--- config.mk ---
export PLATFORM = sky130hd
export DESIGN_NAME = cas_ctrl
export DESIGN_NICKNAME = d
export VERILOG_FILES = /design/src/rtl/core/cas_pkg.sv /design/src/rtl/core/cas_ctrl.sv
export SDC_FILE = /design/constraint.sdc
export NUM_CORES = 1
export LEC_CHECK = 0
export BUFFER_PORTS_ARGS = -buffer_cell sky130_fd_sc_hd__buf_2
export CAP_MARGIN = 40
export CORE_AREA = 2 2 39 41
export DETAILED_ROUTE_END_ITERATION = 10
export DIE_AREA = 0 0 41 43
export PLACE_DENSITY = 0.42
export SLEW_MARGIN = 20
export SYNTH_ARGS = -nofsm -noshare
export SYNTH_HDL_FRONTEND = slang
export SYNTH_SLANG_ARGS = --single-unit
--- constraint.sdc ---
create_clock -name clk -period 1.2 [get_ports clk]
set_clock_uncertainty 0.15 [all_clocks]
set_input_delay 0.24 -clock clk [delete_from_list [all_inputs] [get_ports clk]]
set_output_delay 0.24 -clock clk [all_outputs]
set_load 0.05 [all_outputs]
--- src/rtl/core/cas_pkg.sv ---
// Shared types and constants for the chromatic aberration shift block.
package cas_pkg;

    localparam int PIX_W    = 8;
    localparam int SIZE_W   = 9;
    localparam int SHIFT_W  = 6;
    localparam int CFG_IDX_W = 3;
    localparam int CFG_DATA_W = 9;

    // Operation codes carried on the request channel
    localparam logic OP_STORE = 1'b0;
    localparam logic OP_FETCH = 1'b1;

    // Configuration register indexes
    localparam logic [CFG_IDX_W-1:0] CFG_FRAME_WIDTH  = 3'd0;
    localparam logic [CFG_IDX_W-1:0] CFG_FRAME_HEIGHT = 3'd1;
    localparam logic [CFG_IDX_W-1:0] CFG_RED_DX       = 3'd2;
    localparam logic [CFG_IDX_W-1:0] CFG_RED_DY       = 3'd3;
    localparam logic [CFG_IDX_W-1:0] CFG_BLUE_DX      = 3'd4;
    localparam logic [CFG_IDX_W-1:0] CFG_BLUE_DY      = 3'd5;
    localparam logic [CFG_IDX_W-1:0] CFG_HAS_ALPHA    = 3'd6;

    // Reset values of the configuration registers
    localparam logic [SIZE_W-1:0]         RST_FRAME_WIDTH  = 9'd256;
    localparam logic [SIZE_W-1:0]         RST_FRAME_HEIGHT = 9'd256;
    localparam logic signed [SHIFT_W-1:0] RST_RED_DX       = -6'sd4;
    localparam logic signed [SHIFT_W-1:0] RST_RED_DY       = -6'sd2;
    localparam logic signed [SHIFT_W-1:0] RST_BLUE_DX      = 6'sd4;
    localparam logic signed [SHIFT_W-1:0] RST_BLUE_DY      = 6'sd2;

    typedef enum logic [2:0] {
        S_IDLE,
        S_CLAMP,
        S_ADDR,
        S_READ,
        S_LOAD
    } cas_state_t;

    // Controller to datapath commands
    typedef struct packed {
        logic store;    // write the request pixel into the frame memories
        logic capture;  // latch fetch position
        logic clamp;    // register clamped sample coordinates
        logic addr;     // register memory read addresses
        logic read;     // register memory read data
        logic load;     // load the output register
    } cas_cmd_t;

endpackage

--- src/rtl/core/cas_ctrl.sv ---
// Sequencing controller: request/response handshakes and fetch pipeline steps.
module cas_ctrl
(
    input  logic              clk,
    input  logic              rst_n,
    input  logic              in_valid,
    input  logic              in_op,
    output logic              in_ready,
    input  logic              out_ready,
    output logic              out_valid,
    output cas_pkg::cas_cmd_t cmd
);

    cas_pkg::cas_state_t state_reg, state_next;
    logic                out_valid_reg, out_valid_next;
    logic                in_xfer;
    logic                out_free;

    always_ff @(posedge clk or negedge rst_n)
    begin
        if (!rst_n)
        begin
            state_reg     <= cas_pkg::S_IDLE;
            out_valid_reg <= 1'b0;
        end
        else
        begin
            state_reg     <= state_next;
            out_valid_reg <= out_valid_next;
        end
    end

    always_comb
    begin
        state_next  = state_reg;
        cmd         = '0;
        in_ready    = 1'b0;
        in_xfer     = 1'b0;
        out_free    = !out_valid_reg || out_ready;
        case (state_reg)
            cas_pkg::S_IDLE:
            begin
                in_ready = 1'b1;
                in_xfer  = in_valid;
                if (in_xfer)
                begin
                    if (in_op == cas_pkg::OP_FETCH)
                    begin
                        cmd.capture = 1'b1;
                        state_next  = cas_pkg::S_CLAMP;
                    end
                    else
                    begin
                        cmd.store = 1'b1;
                    end
                end
            end
            cas_pkg::S_CLAMP:
            begin
                cmd.clamp  = 1'b1;
                state_next = cas_pkg::S_ADDR;
            end
            cas_pkg::S_ADDR:
            begin
                cmd.addr   = 1'b1;
                state_next = cas_pkg::S_READ;
            end
            cas_pkg::S_READ:
            begin
                cmd.read   = 1'b1;
                state_next = cas_pkg::S_LOAD;
            end
            cas_pkg::S_LOAD:
            begin
                // wait here until the output register is free
                if (out_free)
                begin
                    cmd.load   = 1'b1;
                    state_next = cas_pkg::S_IDLE;
                end
            end
            default:
            begin
                state_next = cas_pkg::S_IDLE;
            end
        endcase
        out_valid_next = cmd.load || (out_valid_reg && !out_ready);
    end

    assign out_valid = out_valid_reg;

    // Result only loaded when the output register is empty or draining
    a_load_free: assert property (@(posedge clk) disable iff (!rst_n)
        cmd.load |-> (state_reg == cas_pkg::S_LOAD) && (!out_valid_reg || out_ready))
        else $error("output register overwritten");

    // Accepted fetch enters the clamp step next
    a_fetch_start: assert property (@(posedge clk) disable iff (!rst_n)
        in_valid && in_ready && (in_op == cas_pkg::OP_FETCH) |=> state_reg == cas_pkg::S_CLAMP)
        else $error("fetch did not start");

    // Fetch steps advance without stalling until the load step
    a_fetch_steps: assert property (@(posedge clk) disable iff (!rst_n)
        state_reg == cas_pkg::S_CLAMP |=> state_reg == cas_pkg::S_ADDR ##1
        state_reg == cas_pkg::S_READ ##1 state_reg == cas_pkg::S_LOAD)
        else $error("fetch sequence broken");

    // No memory write while a fetch is in flight
    a_no_store_busy: assert property (@(posedge clk) disable iff (!rst_n)
        state_reg != cas_pkg::S_IDLE |-> !cmd.store)
        else $error("store during fetch");

endmodule

# Word-level counts from Yosys, hierarchy flattened
# Cells that the tools add are included.
# W data, S select, Z words.
[word_totals] inputBits=5 ff_bits=4 output_inout_bits=8 word_cells=30
[classes] muxes=14 n_eq_ne=7 reduce_logical=7
[op_table] op="$pmux W3 S5" n=1
[op_table] op="$mux W3" n=3
[op_table] op="$mux W1" n=8
[op_table] op="$eq A3 B2 Y1 const B" n=2
[op_table] op="$ne A2 B2 Y1 const B" n=3
[op_table] op="$mux W2" n=2
[op_table] op="$eq A3 B1 Y1 const B" n=1
[op_table] op="$eq A3 B3 Y1 const B" n=1
[op_table] op="$logic_not A3 Y1" n=1
[op_table] op="$reduce_and A3 Y1" n=1
[op_table] op="$logic_not A1 Y1" n=2
[op_table] op="$logic_or A1 B1 Y1" n=2
[op_table] op="$logic_and A1 B1 Y1" n=1

# Logic depth before layout (Yosys ltp)
[logic_depth] word_depth=5 ltp_mapped=2 depth_no_buf=2

# Worst setup path before layout
# OpenSTA, ideal clock, no wires.
[synth_path] path_kind="register -> output" start="register state_reg[0]" end="output port cmd[5] (netlist bit)" path_buffers=0 t_arrival_ns=2.219 t_required_ns=0.810 setup_slack_ns=-1.409 path_stages_with_launch=3 cell_sequence="dfrtp_1 > nor3_1 > and3b_1"
[synth_rtl] element="start, declared" line_no="cas_ctrl.sv:14" source="cas_pkg::cas_state_t state_reg, state_next;"
[synth_rtl] element="start signal, assigned" line_no="cas_ctrl.sv:23" source="state_reg <= cas_pkg::S_IDLE;"
[synth_rtl] element="start signal, assigned" line_no="cas_ctrl.sv:28" source="state_reg <= state_next;"
[synth_rtl] element="end, declared" line_no="cas_ctrl.sv:11" source="output cas_pkg::cas_cmd_t cmd"

==> metrics <==
CP Launch Type flop; share of cells above drive strength 1 0.8261; most common cell in the netlist dfrtp_1; vias in the first global route 267; reg2reg start state_reg[0]; row count 14; CP Max Fanout 2; CP Data Required Time a little over 0.8 ns; diode count 0; # port buffers 12; core area 1384 um^2; final setup vio count 9; crit path time final between 1.5 and 2 ns; wire per inst about 10 um; Crit. End Element output port; initial antenna violation count 0; Total Power 1.770 mW; Post-synth EDFFs 0; Placed Area between 300 and 400 um^2; Max VDD drop 1.576 mV; clock slew at reported path FFs 0.04 ns; Starting Density 0.1501; Seq/Total Area, Yosys 0.4819; failing checks negative setup slack; Synth top cells by count dfrtp_1 (4), and3b_1 (2), nor3_1 (2), nor3b_1 (2); R2R setup slack -0.22 ns; Final nets 52; CP arrival 1.33 ns; largest net degree at the start of global routing 7; vias post-DR 251; Worst Setup SP state_reg[0]; Hold Path Class in -> async; max_slew headroom 0.8792; root buf cell clkbuf_4; CTS tree done; flip-flop count of the largest register after layout 3; Leakage 0.2556 nW; Yosys top cell by area dfrtp_1; Pwr Density 3275 nW/um^2; max-cap viol count 0; Chip Width 41 um; DRT iter0 DRCs 1; routed wire length between 600 and 700 um; Die Y 43 um; YS warnings 0; Post-synth ARST share 1.000; global-route wire length before repair 1076 um; fin. max-slew vios 0; Post-DP HPWL 459.8 um; Top FF cell, synth dfrtp_1; RSZ-0062 raised after global routing yes; Post-Synthesis Cells 19; status finished with violations; fmax just under 600 MHz; Max Root-Sink Buffers 2; worst r2r dst state_reg[2]; setup slack after layout -0.5237 ns; Seq cells post-synth 4; clk_lat worst skew between 0.2 and 0.25 ns; Remaining DRCs 0; H-tree Lvls 1; Placement Setup Slack -0.3479 ns; post-synth cell types 13; Final Hold Viols 0; Synth area leaders dfrtp_1 (48%), and3b_1 (8.4%), nor3b_1 (7.2%); critical setup path kind reg -> out; clock sink total 4; RePlAce Congestion 0.6105; ANT nets after route 0; period utilization 1.436; first-pass iteration count of the detailed router 2; GRT Overall Usage 0.09466; TNS Setup -3.734 ns; cell area after layout 540.5 um^2; Vias/cell roughly 4; placed cell count 54; top cell type's share of synthesized area 0.4819; grt ovf 0; Reg2Reg Depth 4; Syn Nets 24; number of top-level pins 13; Least-Margin Pin Slew 0.1797 ns; Area Growth Syn to Fin 160.2%; final cell count without fillers 62; Syn Area/Cell approximately 11 um^2; CTS buffer count 3; die area 1763 um^2; post-synth design cell area 207.7 um^2
## worst max-delay path by stage
stage | end | slack, ns
final | cmd[0] | -0.52
after floorplan | cmd[5] | -0.58
after global routing | cmd[5] | -0.58
after CTS | cmd[5] | -0.52
after detailed placement | cmd[5] | -0.35
after global placement | cmd[5] | -0.34
## repair_timing
| item | CTS | global route |
|---|---|---|
| hold buffers | 1 | 0 |
| endpoints found under the setup margin | 10 | 10 |
| buffers inserted | 2 | 1 |
| resized for setup | 20 | 10 |
| pin swaps | 5 | 5 |
| hold endpoints to repair | 4 | 0 |
## metal layers
metal	part of all wire	global-route usage
met1	0.40	0.1234
met2	0.48	0.1156
met3	0.091	0.02094
met4	0.027	0.1000
met5	0	0
## through the flow
step,utilization,hold slack [ns]
2_1_floorplan,-,-0.2056
3_3_place_gp,0.2703,-0.1033
3_5_place_dp,0.2703,-0.1002
4_1_cts,0.3544,0.1588
5_1_grt,0.3906,0.1743
6_report,0.3906,0.1800
## cells in the final DEF, fill, tap and decap left out, drive strengths merged
cell,count
a21oi,1
and3,1
and3b,2
buf,22
clkbuf,4
dfrtp,4
dlygate4sd3,1
nand2,1
nand2b,1
nor2,1
nor2b,1
nor3,2
nor3b,2
o21bai,1
or3b,1
xnor2,1
## report_power, final
| part | internal, mW | switching (mW) |
|---|---|---|
| registers | 0.205 | 0.0410 |
| clock network | 0.125 | 0.0583 |
| logic | 0.658 | 0.684 |
| total | 0.987 | 0.783 |
## cell type report
cell class              instances  area, um^2
fillers                       145       843.3
repair buffers                 23       232.7
multi-input cells              15       157.7
flip-flops and latches          4       103.9
clock buffers                   4       26.28
well taps                      16       20.02
## worst max-delay path, cell delays in order, from the launching register on
cell and delay (ns):
dfrtp_2 0.40, or3b_4 0.42, nor2b_4 0.13, buf_8 0.15
## kinds of logic (layout without fill, tap and decap cells)
| family | Yosys count | count (layout) | share of synthesized area |
|---|---|---|---|
| flip-flops | 4 | 4 | 0.4819 |
| AND/OR/NAND/NOR | 12 | 12 | 0.3976 |
| XOR/XNOR | 1 | 1 | 0.04218 |
| AO/OA/AOI/OAI | 2 | 2 | 0.07829 |
| buffers and inverters | 0 | 27 | 0 |
(Power assumes the default switching activity.)
